**src/hw/rtl/q2e_fifo.sv**
```systemverilog
`timescale 1ns / 1ps
// ----------------------------------------------------------------------------
// q2e_fifo
// Small register queue between front end and back end.
// ----------------------------------------------------------------------------
module q2e_fifo #(
   parameter int W     = 8,
   parameter int DEPTH = 4
) (
   input  logic         clock,
   input  logic         reset,
   input  logic         push_valid,
   output logic         push_ready,
   input  logic [W-1:0] push_data,
   output logic         pop_valid,
   input  logic         pop_ready,
   output logic [W-1:0] pop_data
);
   localparam int AW = $clog2(DEPTH);

   logic [W-1:0]  mem_ff [DEPTH];
   logic [AW-1:0] wr_ff, wr_in, rd_ff, rd_in;
   logic [AW:0]   cnt_ff, cnt_in;
   logic          push, pop;

   assign push_ready = (cnt_ff != (AW+1)'(DEPTH));
   assign pop_valid  = (cnt_ff != '0);
   assign push       = push_valid && push_ready;
   assign pop        = pop_valid && pop_ready;
   assign pop_data   = mem_ff[rd_ff];

   always_comb begin
      wr_in  = push ? wr_ff + 1'b1 : wr_ff;
      rd_in  = pop ? rd_ff + 1'b1 : rd_ff;
      cnt_in = cnt_ff + (AW+1)'(push) - (AW+1)'(pop);
   end

   always_ff @(posedge clock) begin
      if (reset) begin
         wr_ff  <= '0;
         rd_ff  <= '0;
         cnt_ff <= '0;
      end else begin
         wr_ff  <= wr_in;
         rd_ff  <= rd_in;
         cnt_ff <= cnt_in;
      end
   end

   always_ff @(posedge clock) begin
      if (push) begin
         mem_ff[wr_ff] <= push_data;
      end
   end

endmodule

```
**config.mk**
```make
export PLATFORM = sky130hd
export DESIGN_NAME = q2e_fifo
export DESIGN_NICKNAME = d
export VERILOG_FILES = /design/src/hw/rtl/q2e_fifo.sv
export SDC_FILE = /design/constraint.sdc
export NUM_CORES = 1
export LEC_CHECK = 0
export ABC_AREA = 1
export BUFFER_PORTS_ARGS = -buffer_cell sky130_fd_sc_hd__buf_2
export CAP_MARGIN = 5
export CELL_PAD_IN_SITES_DETAIL_PLACEMENT = 0
export CELL_PAD_IN_SITES_GLOBAL_PLACEMENT = 1
export CORE_MARGIN = 2
export CORE_UTILIZATION = 30
export DETAILED_ROUTE_END_ITERATION = 6
export MAX_ROUTING_LAYER = met4
export PLACE_DENSITY_LB_ADDON = 0.1
export SYNTH_ARGS = -nofsm -noshare
export SYNTH_HDL_FRONTEND = slang
export SYNTH_SLANG_ARGS = --single-unit
```
**constraint.sdc**
```tcl
create_clock -name clock -period 2.6 [get_ports clock]
set_clock_uncertainty 0.05 [all_clocks]
set_input_delay 0.39 -clock clock [delete_from_list [all_inputs] [get_ports clock]]
set_output_delay 0.39 -clock clock [all_outputs]
set_load 0.02 [all_outputs]
```
# After elaboration in Yosys (flattened, before gate mapping)

Memory sizes are Yosys's and may differ from the RTL's. A register that Yosys moved wholly into a read port is not among the register bits.
Index checks and enable logic that the tools add are counted.

Flip-flop bits (word level): 7
RAM bits: 32
Output and inout bits: 10
Memories: 1

Memory list:

| memory | depth | width | read ports | clocked after Yosys merged registers in | wr ports | line | text |
|---|---|---|---|---|---|---|---|
| mem_ff | 4     | 8     | 1          | 1                                       | 1        | 21   | `logic [W-1:0] mem_ff [DEPTH];` |

Reductions and logical operators: 3
Equal/unequal tests: 1
Muxes and demuxes: 4
Add/sub/neg operators: 4

Operators with widths:

| operator                                                      | number |
|---|---|
| 2-bit by 1-bit adder with 2-bit output, second input constant | 2 |
| 2-bit two-way mux                                             | 2 |
| 3-bit by 1-bit adder with 3-bit output                        | 1 |
| 3-bit != test, second input constant                          | 1 |
| 3-bit nonzero test                                            | 1 |
| 3-bit by 1-bit subtractor with 3-bit output                   | 1 |
| 1-bit logical AND                                             | 2 |
| 1-bit two-way mux                                             | 2 |

# Logic depth before layout (Yosys ltp)

Word-level depth: 4
Depth in mapped cells: 10
Depth with buffers taken out: 10

# Worst setup path before layout

OpenSTA, ideal clock, no wires.

Path type: reg2reg
Start: reg cnt_ff[1]
End: reg cnt_ff[2]
Stages on the path, launching flop included: 11
Library setup time: 0.117 ns
Arrival time: 1.811 ns
Buffers on the path: 0
Data required time: 2.433 ns
Setup slack: 0.621 ns
Clock period less this slack: 1.979 ns
Cell sequence: dfxtp_1 -> nor2_2 -> nand2_2 -> nand2_1 -> ha_1 -> inv_1 -> ha_1 -> inv_1 -> fa_1 -> o21ai_0 -> nor2_1

Longest elaborated chain between the ends: 4
Elaborated cells on any way between the ends: 6
Those cells by class: 2 x add/sub; 1 x eq/ne; 3 x reduce/logical

Ends and longest elaborated chain:

| item                                        | line | text |
|---|---|---|
| start, declared                             | 23   | `logic [AW:0] cnt_ff, cnt_in;` |
| start signal, assigned                      | 46   | `cnt_ff <= cnt_in;` |
| 3-bit != test                               | 26   | `assign push_ready = (cnt_ff != (AW+1)'(DEPTH));` |
| via push_ready                              | 13   | `output logic push_ready,` |
| 1-bit logical AND                           | 28   | `assign push = push_valid && push_ready;` |
| 3-bit by 1-bit adder with 3-bit output      | 35   | `cnt_in = cnt_ff + (AW+1)'(push) - (AW+1)'(pop);` |
| 3-bit by 1-bit subtractor with 3-bit output | 35   |  |

The timed path passes the listed nets, and every way through them passes these cells.
A chain may end at the register's enable or synchronous reset.

# Final worst setup path

Start: reg cnt_ff[1]
End: reg cnt_ff[2]

Longest elaborated chain between the ends: 4
Elaborated cells on any way between the ends: 6
Those cells by class: 2 x add/sub; 1 x eq/ne; 3 x reduce/logical

Ends and longest elaborated chain:

| item                                          | line |
|---|---|
| 3-bit != test                                 | 26 |
| 1-bit logical AND                             | 28 |
| 3-bit by 1-bit adder with 3-bit output        | 35 |
| 3-bit by 1-bit subtractor with 3-bit output * | 35 |

Mark *: on every way between the ends. The rest lies on a longest branch, timed or not.

==> results.md <==
- The clock tree buffer depth is 2.
- For this run, design rule violations remaining after detail routing come to 0.
- The DRC violation total after the first TritonRoute iteration is 33.
- The number of antenna-violating nets in the routed design is 0.
- In this run the critical register-to-register path is launched from cnt_ff[1].
- The transition time of the tightest slew-check pin is 368.8 ps.
- Global routing finished with a remaining overflow of 0.
- The clock network latency to the later pin of the worst-skew pair is 280 ps.
- For this run, the total global-route usage over all layers was measured as 11.23%.
- The number of antenna violations at the first check in global routing is 0.
- The post-placement cell area is 1887 µm².
- The number of clock buffers added by TritonCTS is 5.
- The number of H-tree levels is 2.
- Of the synthesized area, sequential elements account for 68.06%.
- The layout has 534 filler cells.
- The floorplan step set the die height to 78.76 µm.
- The nature of the critical path endpoint is a register.
- The count of cells resized by post-cts repair is 0.
- The number of detailed-route iterations in the first pass is 4.
- The classification of the worst setup path is reg -> reg.
- The maximum frequency from static timing analysis is 0.4854 GHz.
- Summing over every cut layer, the via total after detailed routing is 1074.
- The die area is 6202 µm².
- Compared with the post-synthesis result, the final layout area differs by 18.66%.
- The cell area that synthesis handed to floorplanning was 1677 µm².
- The minimum setup slack after placement is 525.9 ps.
- The number of placed instances, taps included, is 237.
- The min-delay analysis places its worst path in the category in -> reg.
- The worst endpoint data arrival time is 2190 ps.
- The final count of negative-setup-slack endpoints is 0.
- Once the floorplan was initialized, standard cells occupied 30.83% of the core.
- Once the clock tree was built, the setup fixing pass inserted 0 buffers.
- Dividing total power by cell area gives a power density of 955.8 nW/µm².
- The number of nets at the end of the flow is 191.
- The floorplan has 27 rows.
- The region available for standard cell placement spans 5439 µm².
- Setup total negative slack on the finished layout was measured at 0 ps.
- In this run the static leakage power is 0.7776 nW.
- The via count of the first global-routing pass is 1036.
- Synthesis produced a netlist with a net count of 160.
- The count of cells in the finished layout, fillers not included, comes to 245.
- Overall power consumption after layout is estimated at 1.902 mW.
- The congestion estimate from routability-driven global placement came to 0.8672.
- In the final routed layout, each cell accounts on average for 12.84 µm.
- Max-cap violations in this run came to 0.
- In this run the critical register-to-register path is captured at cnt_ff[2].
- The worst-case register-to-register setup slack is 540 ps.
- The final cell area excluding filler cells is 1989 µm².
- The smallest hold slack is 238.9 ps.
- Measured in cells, the most critical reg-to-reg path has a length of 10.
- The die is 78.76 µm wide.
- Of all nets on the critical path, the largest fanout is 6.
- The global-route wire length before repair is 5023 µm.
- The number of antenna diodes in the final layout is 0.
- Detailed placement finished with a half-perimeter wire length of 2198 µm.
- The element type at the critical path start is a register.
- The number of hold violations in the final report is 0.
- The headroom to the max-slew limit is 75.38%.
- The clock tree from TritonCTS is built.
- After technology mapping, the gate count stands at 141.
- After layout, the worst setup slack is 539.8 ps.
- The mean area per synthesized cell is 11.89 µm².
- Across the VDD grid, the largest voltage drop is 0.0003420 V.
- The hold path startpoint is reset.
- The max-slew violation count is 0.
- The clock period minus final worst setup slack is 2060 ps.
- Setup repair after global routing left no endpoint under its margin.
- The vias per cell is 4.384.
- Yosys printed 0 warnings.
- During I/O placement, the number of pins put on the boundary was 22.
- The clock root buffer master is clkbuf_8.
- In the final layout, the share of cells above drive strength 1 is 23.12%.
- For hold timing, the worst endpoint is cnt_ff[0].
- The utilization after layout is 36.58%.
- Input and output buffers added on the ports amount to 21.
- The count of hold buffers inserted by post-cts repair is 0.
- Synthesis inferred 41 register bits.
- The total routed wirelength is 3147 µm.
- After clock tree synthesis, the clock-pin slew on the worst setup and hold paths is 70 ps.
- The cell depth of the worst hold path is 2.
- Counting every sink on the clock net gives 41.
- The count of unique library cells instantiated by Yosys is 18.
- The final period utilization is 79.24%.
- Entering global routing, the biggest net connects 17 pins.
- The required time of the critical path is 2730 ps.
- The flow ran to the end, and the final reports show no timing, DRC or antenna violations.
-- where the power goes --
| part | total (mW) | switching (mW) | internal, mW |
|---|---|---|---|
| combinational | 0.588 | 0.384 | 0.204 |
| clock | 0.443 | 0.197 | 0.246 |
| sequential | 0.870 | 0.0620 | 0.808 |
| total | 1.90 | 0.643 | 1.26 |
-- kinds of logic after synthesis --
group | synth area share (%)
buffers and inverters | 4.925
DFF | 68.06
adders and majority gates | 5.672
and+or+nand+nor | 10.52
AOI/OAI and AO/OA | 10.82
-- synth_stat cells --
cell type,instances,area share [%]
fa_1,1,1.2
a21oi_1,4,1.2
o21ai_2,3,1.6
buf_6,2,1.3
o21ai_0,13,3.9
nand3_1,3,0.90
ha_1,6,4.5
nand2_1,10,2.2
nor2_2,1,0.37
inv_1,15,3.4
a21boi_0,2,0.90
o22ai_1,8,3.0
nor2_1,28,6.3
edfxtp_1,32,57
dfxtp_1,9,11
nand2_2,2,0.75
inv_2,1,0.22
o21ai_1,1,0.30
-- flip-flops by register name (all words and copies together) (netlist names), named ones only --
signal / cells
mem_ff: 32
wr_ff: 2
rd_ff: 2
cnt_ff: 3
-- cells in the final DEF (no fill, tap or decap) --
master / netlist / routed
dfxtp_1: 9 / 9
nand2_1: 10 / 10
clkbuf_16: 0 / 1
a21boi_0: 2 / 2
edfxtp_1: 32 / 32
fa_1: 1 / 1
o21ai_2: 3 / 3
nand3_1: 3 / 3
buf_2: 0 / 21
ha_1: 6 / 6
buf_4: 0 / 5
o22ai_1: 8 / 8
o21ai_0: 13 / 13
nor2_2: 1 / 1
inv_1: 15 / 15
o21ai_1: 1 / 1
clkbuf_8: 0 / 5
nand2_2: 2 / 2
clkinv_2: 0 / 1
clkbuf_1: 0 / 1
a21oi_1: 4 / 4
nor2_1: 28 / 28
inv_2: 1 / 1
-- worst max path at each step --
stage          startpoint   endpoint  cells past startpoint
6_report        cnt_ff[1]  cnt_ff[2]                     10
5_1_grt         cnt_ff[1]  cnt_ff[2]                     10
4_1_cts         cnt_ff[1]  cnt_ff[2]                     10
3_5_place_dp    cnt_ff[1]  cnt_ff[2]                     10
3_3_place_gp    cnt_ff[1]  cnt_ff[2]                     10
2_1_floorplan   cnt_ff[1]  cnt_ff[2]                     10
-- layer usage --
layer	global-route usage (%)	up-vias	routed length (µm)	share of wire, %
li1	-	544	-	-
met1	12.43	509	1378	44
met2	19.15	16	1609	51
met3	3.409	5	111	3.5
met4	4.211	0	48	1.5
met5	-	-	0	0
-- worst max-delay path, stage by stage, from the launching register on --
cell and delay [ps]:
dfxtp_1 360, nor2_2 180, nand2_2 120, nand2_1 160
ha_1 250, inv_1 60, ha_1 140, inv_1 50
fa_1 370, o21ai_0 170, nor2_1 50
-- layout make-up --
| class | instances | area (µm²) | share of cell area [%] |
|---|---|---|---|
| tap | 72 | 90.09 | 4.528 |
| clock inverter | 1 | 5.005 | 0.2516 |
| inverter | 16 | 60.06 | 3.019 |
| clock buffer | 7 | 97.59 | 4.906 |
| sequential | 41 | 1141 | 57.36 |
| timing repair buffer | 26 | 142.6 | 7.170 |
| multi-input combinational | 82 | 452.9 | 22.77 |
No activity file was read; power rests on OpenSTA's default activity.
