===== config.mk =====
export PLATFORM = sky130hd
export DESIGN_NAME = q2e_isqrt
export DESIGN_NICKNAME = d
export VERILOG_FILES = /design/src/hw/rtl/q2e_pkg.sv /design/src/hw/rtl/q2e_isqrt.sv
export SDC_FILE = /design/constraint.sdc
export NUM_CORES = 2
export LEC_CHECK = 0
export BUFFER_PORTS_ARGS = -buffer_cell sky130_fd_sc_hd__buf_2
export CAP_MARGIN = 20
export CORE_ASPECT_RATIO = 1.25
export CORE_MARGIN = 5
export CORE_UTILIZATION = 45
export DETAILED_ROUTE_END_ITERATION = 10
export PLACE_DENSITY = 0.61
export SYNTH_ARGS = -nofsm -noshare
export SYNTH_HDL_FRONTEND = slang
export SYNTH_MEMORY_MAX_BITS = 65536
export SYNTH_SLANG_ARGS = --single-unit

===== constraint.sdc =====
create_clock -name clock -period 5.2 [get_ports clock]
set_clock_uncertainty 0.2 [all_clocks]
set_input_delay 1.04 -clock clock [delete_from_list [all_inputs] [get_ports clock]]
set_output_delay 1.04 -clock clock [all_outputs]
set_load 0.01 [all_outputs]

===== src/hw/rtl/q2e_pkg.sv =====
`timescale 1ns / 1ps
// ----------------------------------------------------------------------------
// q2e_pkg
// Shared types, widths and constants of the quaternion to Euler angle block.
// ----------------------------------------------------------------------------
package q2e_pkg;

   localparam int QUAT_W      = 16;
   localparam int ANGLE_W     = 16;
   localparam int PITCH_W     = 15;
   localparam int PROD_W      = 32;
   localparam int ANG_TAB_LEN = 24;
   localparam int CORDIC_W    = 38;   // datapath width of the vectoring rotations
   localparam int ACC_W       = 25;   // angle accumulator, 1/256 cdeg
   localparam int REM_W       = 61;   // radicand 2^60 - s^2
   localparam int RAD_W       = 62;   // square root working width
   localparam int SQ_STEPS    = 31;   // one result bit per step
   localparam int ROOT_W      = 31;
   localparam int RND_W       = ACC_W + 1;

   localparam logic signed [ACC_W-1:0] HALF_TURN  = 25'sd4608000;
   localparam logic signed [RND_W-1:0] RND_HALF   = 26'sd128;
   localparam logic signed [RND_W-9:0] ANGLE_MAX  = 18'sd18000;
   localparam logic signed [ANGLE_W-1:0] PITCH_MAX = 16'sd9000;
   localparam logic signed [33:0] S_ONE           = 34'sd1073741824;
   localparam logic [REM_W-1:0] ONE_Q60           = {1'b1, {(REM_W-1){1'b0}}};

   typedef struct packed {
      logic signed [33:0] roll_y;
      logic signed [32:0] roll_x;
      logic signed [33:0] yaw_y;
      logic signed [32:0] yaw_x;
      logic signed [33:0] s;
      logic               clamp;
   } q2e_work_type;

   typedef struct packed {
      q2e_work_type     work;
      logic [REM_W-1:0] rem;
   } q2e_item_type;

   // atan(2^-i) in 1/256 cdeg
   function automatic logic signed [ACC_W-1:0] atan_entry(input int idx);
      logic signed [ACC_W-1:0] val;
      case (idx)
         0:  val = 25'sd1152000;
         1:  val = 25'sd680065;
         2:  val = 25'sd359328;
         3:  val = 25'sd182400;
         4:  val = 25'sd91554;
         5:  val = 25'sd45822;
         6:  val = 25'sd22916;
         7:  val = 25'sd11459;
         8:  val = 25'sd5730;
         9:  val = 25'sd2865;
         10: val = 25'sd1432;
         11: val = 25'sd716;
         12: val = 25'sd358;
         13: val = 25'sd179;
         14: val = 25'sd90;
         15: val = 25'sd45;
         16: val = 25'sd22;
         17: val = 25'sd11;
         18: val = 25'sd6;
         19: val = 25'sd3;
         20: val = 25'sd1;
         21: val = 25'sd1;
         default: val = '0;
      endcase
      return val;
   endfunction

endpackage


===== src/hw/rtl/q2e_isqrt.sv =====
`timescale 1ns / 1ps
// ----------------------------------------------------------------------------
// q2e_isqrt
// Pipelined integer square root, one result bit per stage, with side payload.
// ----------------------------------------------------------------------------
module q2e_isqrt #(
   parameter int SIDE_W = 8
) (
   input  logic                         clock,
   input  logic                         reset,
   input  logic                         en,
   input  logic                         in_valid,
   input  logic [q2e_pkg::REM_W-1:0]    rem_in,
   input  logic [SIDE_W-1:0]            side_in,
   output logic                         out_valid,
   output logic [q2e_pkg::ROOT_W-1:0]   root_out,
   output logic [SIDE_W-1:0]            side_out
);
   import q2e_pkg::*;

   logic [RAD_W-1:0]  v_ff    [SQ_STEPS+1];
   logic [RAD_W-1:0]  r_ff    [SQ_STEPS+1];
   logic [SIDE_W-1:0] side_ff [SQ_STEPS+1];
   logic              val_ff  [SQ_STEPS+1];

   always_ff @(posedge clock) begin
      if (reset) begin
         val_ff[0] <= 1'b0;
      end else if (en) begin
         val_ff[0] <= in_valid;
      end
   end

   always_ff @(posedge clock) begin
      if (en) begin
         v_ff[0]    <= RAD_W'(rem_in);
         r_ff[0]    <= '0;
         side_ff[0] <= side_in;
      end
   end

   for (genvar k = 0; k < SQ_STEPS; k++) begin : g_step
      localparam logic [RAD_W-1:0] BIT = RAD_W'(1) << (2 * (SQ_STEPS - 1 - k));
      logic [RAD_W-1:0] t, v_in, r_in;

      always_comb begin
         t = r_ff[k] + BIT;
         if (v_ff[k] >= t) begin
            v_in = v_ff[k] - t;
            r_in = (r_ff[k] >> 1) + BIT;
         end else begin
            v_in = v_ff[k];
            r_in = r_ff[k] >> 1;
         end
      end

      always_ff @(posedge clock) begin
         if (reset) begin
            val_ff[k+1] <= 1'b0;
         end else if (en) begin
            val_ff[k+1] <= val_ff[k];
         end
      end

      always_ff @(posedge clock) begin
         if (en) begin
            v_ff[k+1]    <= v_in;
            r_ff[k+1]    <= r_in;
            side_ff[k+1] <= side_ff[k];
         end
      end
   end

   assign out_valid = val_ff[SQ_STEPS];
   assign root_out  = r_ff[SQ_STEPS][ROOT_W-1:0];
   assign side_out  = side_ff[SQ_STEPS];

endmodule


After elaboration in Yosys (flattened, before gate mapping)

Memories as Yosys holds them, arrays and structs flattened.
Cells that the tools add are included.

Register bits: 0
Bits in latches: 0
Memory bits (writable): 4256
ROM bits: 0
Input port bits: 73
Output and inout bits: 40
Logic and storage cells: 260
Memories: 4

Memories:

| name    | words | width | read ports | clocked after Yosys merged registers in | wr ports | RTL line        | text |
|---|---|---|---|---|---|---|---|
| r_ff    | 32    | 62    | 32         | 0                                       | 32       | q2e_isqrt.sv:22 | `logic [RAD_W-1:0] r_ff [SQ_STEPS+1];` |
| v_ff    | 32    | 62    | 31         | 0                                       | 32       | q2e_isqrt.sv:21 | `logic [RAD_W-1:0] v_ff [SQ_STEPS+1];` |
| side_ff | 32    | 8     | 32         | 0                                       | 32       | q2e_isqrt.sv:23 | `logic [SIDE_W-1:0] side_ff [SQ_STEPS+1];` |
| val_ff  | 32    | 1     | 32         | 0                                       | 32       | q2e_isqrt.sv:24 | `logic val_ff [SQ_STEPS+1];` |

Add/sub/neg operators: 93
Multipliers: 0
Div/mod/pow operators: 0
$lt $le $gt $ge: 31
Equal/unequal tests: 0
Shift-type cells: 0
Multiplexer cells: 100
Bitwise gates (word level): 32
Reduce and logical (&&, ||, !) cells: 0

Operators by type and width:

| cell                     | number |
|---|---|
| $mux W62                 | 62 |
| $ge A62 B62 Y1           | 31 |
| $sub A62 B62 Y62         | 31 |
| $add A61 B1 Y62 const B  | 1 |
| $add A61 B11 Y62 const B | 1 |
| $add A61 B13 Y62 const B | 1 |
| $add A61 B15 Y62 const B | 1 |
| $add A61 B17 Y62 const B | 1 |
| $add A61 B19 Y62 const B | 1 |
| $add A61 B21 Y62 const B | 1 |
| $add A61 B23 Y62 const B | 1 |
| $add A61 B25 Y62 const B | 1 |
| $add A61 B27 Y62 const B | 1 |
| $add A61 B29 Y62 const B | 1 |
| $add A61 B3 Y62 const B  | 1 |
| $add A61 B31 Y62 const B | 1 |
| $add A61 B33 Y62 const B | 1 |
| $add A61 B35 Y62 const B | 1 |
| $add A61 B37 Y62 const B | 1 |
| $add A61 B39 Y62 const B | 1 |
| $add A61 B41 Y62 const B | 1 |
| $add A61 B43 Y62 const B | 1 |
| $add A61 B45 Y62 const B | 1 |
| $add A61 B47 Y62 const B | 1 |
| 43 further kinds         | 111 |

Longest topological paths before layout

Depth in word-level cells: 4
Gate-level depth with buffers: 15
Depth with buffers taken out: 12

Least setup slack after synthesis

Ideal clock, no wire load.

Path kind: register to register
Start point: memory v_ff[16][51] (netlist: v_ff[4][51])
End point: memory v_ff[17][40] (netlist: v_ff[4][102]), data pin
Arrival: 3.491 ns
Data required time: 4.738 ns
Path slack: 1.247 ns
Cell stages (with the launch flop): 9
Path buffers: 1
Clock period less this slack: 3.953 ns
Cells stage by stage: edfxtp_1 > or4_1 > or4b_1 > or4_1 > or3_1 > or4b_4 > a211o_1 > buf_4 > mux2_1

RTL lines:

| element     | RTL line |
|---|---|
| from (decl) | q2e_isqrt.sv:21 |

==> impl_summary.md <==
Outcome
The run finished with clean final reports.

Clock network
The TritonCTS clock tree is done. CTS placed an instance of clkbuf_16 at the clock tree root. The number of gates resized after CTS is 0. The total clock buffers created by CTS is ~290. The H-tree was split into 5 levels.

The clock transition at the registers of the reported paths is 0.06 ns. The post-CTS setup buffer count is 0. The clock latency of the later-clocked register in the worst-skew pair is 0.88 ns. After clock tree synthesis, the flow added hold-fix buffers numbering 0. The deepest clock path buffer count is 4. The number of clock sinks is 2705.

Min path
Along the worst hold path, the cell count comes to 1. The worst hold path begins at rem_in[1]. The sink of the worst hold path is v_ff[0][1]$_DFFE_PP_. The class of the tightest hold or removal check is in -> reg.

Timing
Setup repair after global routing left no endpoint under its margin. The measured slew at the worst slew-check pin is 1.12 ns. The portion of the clock cycle consumed by the worst path in the final layout is 0.946. The normalized max-slew margin is 0.251. The hold violation total from the final report is 0. The final setup violation count is 0. For the final routed database, the setup TNS stands at 0 ns.

The number of max-slew violations in the final report is 0. The maximum frequency from static timing analysis is 203 MHz. The routed design could run at a clock period as short as 4.92 ns.

Final layout
Of the cells placed in the final design, the portion with a size suffix greater than 1 is 0.0815. After routing the design area is 139000 um^2. The filler cells instantiated in the layout total 23200.

The final core utilization is 0.507. At the end of the flow, the number of nets in the layout was slightly above 10000. The area growth from synthesis to layout is 12.3%.

Yosys
The number of enable-type register cells in the synthesized netlist is ~2700. Dividing the synthesized area by the synthesized cell count gives between 10 and 15 um^2. Ranked by total cell area, the synthesized netlist is headed by edfxtp_1 66%, ha_1 5.3%, xnor2_1 3.3%, xor2_1 2.7%, a21oi_1 2.5%. The number of library cell types mapped by synthesis is 89. By area, the combinational part of the netlist is dominated by simple AND/OR/NAND/NOR gates. The count of state elements after synthesis is 2705. For this run, the leading register cell type out of synthesis is edfxtp_1.

The count of mapped cells out of synthesis is 9320. The largest area contributor in the netlist is edfxtp_1. The async set-reset flop share out of synthesis is 0. The number of synthesis warnings is 0. The netlist area before placement is 124000 um^2. The post-synthesis adder-cell area fraction is 0.0530.

Of the total synthesized cell area, the portion taken by AND, OR, NAND and NOR gates is 0.112. The xor and xnor area share after synthesis is 0.0600. The fraction of the yosys area taken by sequential cells is 0.657. The share of the synthesized area in compound gates (AO/OA/AOI/OAI) is 0.0825.

The share of synthesized area in the top cell type comes to 0.657. After synthesis, the share of cell area in mux cells is 0.0100.

Floorplan
The I/O pin count is 113. The initial utilization of the core area, before any placement, comes to 0.451. The floorplan has 215 rows. The floorplan step defined a core boundary enclosing 274000 um^2. The height of the die is 596 um.

The horizontal die dimension is 479 um. The die covers 285000 um^2.

Place
The placed instances occupy a cell area of between 100000 and 150000 um^2. The global placement routability congestion is 1.01. Summed over all nets, the half-perimeter wirelength after detailed placement is between 200 and 250 mm. The number of input and output port buffers inserted is 112.

Setup path
The critical path contains buffers and inverters numbering 3 combined. In this run the worst setup path begins at r_ff[7][70]$_DFFE_PP_. The worst register-to-register path has a depth of 13. The critical path goes through inv_1, ha_1, nand4_1, a221oi_1, a2111oi_1, buf_4, a221oi_1, buf_4, a21o_1, a21boi_1, o21ai_0, a2111oi_0, xor2_1. The standard cell with the maximum stage delay on the critical path is o21ai_0. STA puts the critical path data arrival time at 5.26 ns. The worst register-to-register path ends at v_ff[7][185]$_DFFE_PP_.

The worst endpoint required time is 5.53 ns. For this run, the slowest stage of the critical path takes 0.72 ns. The startpoint type of the worst setup path is a register.

The startpoint of the worst-slack reg-to-reg timing path is r_ff[7][70]$_DFFE_PP_. STA classifies the critical path endpoint as a register. Across all register-to-register paths, the minimum setup slack is 0.28 ns. The kind of cell adding the most delay to the critical path is compound AO/OA/AOI/OAI gates.

In this run the worst path has a maximum fanout of 5. The kind of critical path is reg -> reg.

Global routing
The total overflow left after global routing is 0. The global-route wire length before repair is around 480 mm. The met3 usage is 0.0261. The via count of the first global-routing pass was 77600. In the global route stage, met1 resource usage came out at 0.191. For this run, the total global-route usage over all layers was measured as 0.222.

The number of antenna violations at the first check in global routing is 16. The routing usage on met2 is 0.451. The layer with the highest usage after global routing is met2.

Entering global routing, the biggest net connects 181 pins.

Routing
The number of nets still failing antenna checks after routing is 0. The total length of routed wires is 323 mm. The routed length per placed instance is about 24 um.

Dividing the detail-routed via count by the number of cells gives 5.55. The detailed-route via count is 75300. The first detailed-routing pass took 8 iterations. The detailed router finished its first iteration with 4613 violations. After detailed routing, the number of remaining DRC violations is 0.

Power and ir drop
The total power density per cell area is around 450 nW/um^2. The leakage component of the power is between 50 and 60 nW. The worst supply voltage drop on vdd is around 0.32 mV.

Run
Max-cap violations in this run came to 0.
-- layout make-up --
| type | count | area, um^2 | area share |
|---|---|---|---|
| Clock inverter | 158 | 1600 | 0.0115 |
| Antenna cell | 72 | 180 | 0.00130 |
| Multi-Input combinational cell | 5783 | 39300 | 0.283 |
| Timing Repair Buffer | 265 | 1920 | 0.0138 |
| Sequential cell | 2705 | 81200 | 0.585 |
| Tap cell | 3580 | 4480 | 0.0323 |
| Inverter | 658 | 2470 | 0.0178 |
| Clock buffer | 342 | 7600 | 0.0548 |
-- cell usage after synthesis (10+ instances only) --
cell and n:
nor4b_1 48, nand3b_1 26, or4_1 60, and4b_1 15, a21o_1 169, or3_1 89
a211o_1 14, nor3_1 233, and2_1 62, nand4b_1 30, or2_2 31, buf_1 12
nand3_1 159, xor2_1 383, a2111oi_0 21, nor3b_1 19, mux2_1 41, nor2_1 662
o211ai_1 41, o21bai_1 58, and4_1 20, xnor2_1 463, mux2_2 63, ha_1 523
o21a_1 82, nand4_1 159, a31o_2 12, and3_1 57, o41ai_1 16, nand2_1 491
o21ai_1 50, nor4_1 299, a31oi_1 54, o211a_1 12, nand2b_1 102, o21ai_0 286
a21oi_1 607, clkbuf_1 151, o31a_1 12, a21boi_0 10, a211oi_1 59, inv_1 652
edfxtp_1 2705, nor2b_1 71, o31ai_1 29
-- layout by cell type, fill, tap and decap left out, types with 60 or more instances in the layout --
cell type and instances:
or3_1 89, o21a_1 81, nor4_1 295, nand2b_1 102, xnor2_1 463, inv_1 652, o21ai_0 286, buf_2 112
edfxtp_1 2705, mux2_2 63, nor2_1 662, buf_4 136, nand3_1 158, diode_2 72, a21oi_1 605, nand4_1 159
nor3_1 233, or4_1 60, a21o_1 169, ha_1 523, xor2_1 383, clkbuf_16 297, nand2_1 491, and2_1 62
nor2b_1 71
-- worst reg2reg max path, cell delays in order, from the launching register on --
cell and delay, ns:
edfxtp_1 0.38, inv_1 0.06, ha_1 0.37, nand4_1 0.43
a221oi_1 0.59, a2111oi_1 0.14, buf_4 0.19, a221oi_1 0.26
buf_4 0.20, a21o_1 0.35, a21boi_1 0.25, o21ai_0 0.72
a2111oi_0 0.28, xor2_1 0.19
-- sequential cells by signal (all words and copies together) (netlist names) --
register and cells:
side_ff 256, r_ff 496, v_ff 1921, val_ff 32
-- through the flow --
stage          std cells  hold slack [ns]  setup WS (ns)  power (mW)
2_1_floorplan       9321            0.200           1.25        37.4
3_3_place_gp       13000            0.200          0.361        41.9
3_5_place_dp       13000            0.205          0.299        42.1
4_1_cts            13500           0.0526          0.269        62.5
5_1_grt            13600           0.0711          0.109        64.9
6_report           13600            0.119          0.279        62.0
-- logic make-up (layout without fill, tap and decap cells) --
kind of cell             after synthesis  after routing
flip-flops                          2705           2705
multiplexers                         111            111
buffers and inverters                833           1423
XOR/XNOR                             846            846
AND/OR/NAND/NOR                     2660           2660
other                                  1             74
adder cells (fa/ha/maj)              523            523
AO/OA/AOI/OAI                       1641           1641
-- worst max path at each step --
stage	to	cells after the start
2_1_floorplan	v_ff[4][102]$_DFFE_PP_	8
3_3_place_gp	v_ff[5][247]$_DFFE_PP_	9
3_5_place_dp	v_ff[5][247]$_DFFE_PP_	9
4_1_cts	v_ff[5][237]$_DFFE_PP_	9
5_1_grt	v_ff[7][185]$_DFFE_PP_	13
6_report	v_ff[7][185]$_DFFE_PP_	13
-- per-layer routing --
metal  wire length [um]  vias to the layer above
met3               9520                      807
met1              98200                    36800
met2             185000                     1747
li1                   -                    35900
met5                 13                        -
met4              29500                        2
-- report_power, final --
part           internal (mW)  switching [mW]
clock network           11.8            8.37
logic                   4.87            7.42
registers               27.4            2.14
total                   44.1            17.9
No activity file was read; power rests on OpenSTA's default activity.
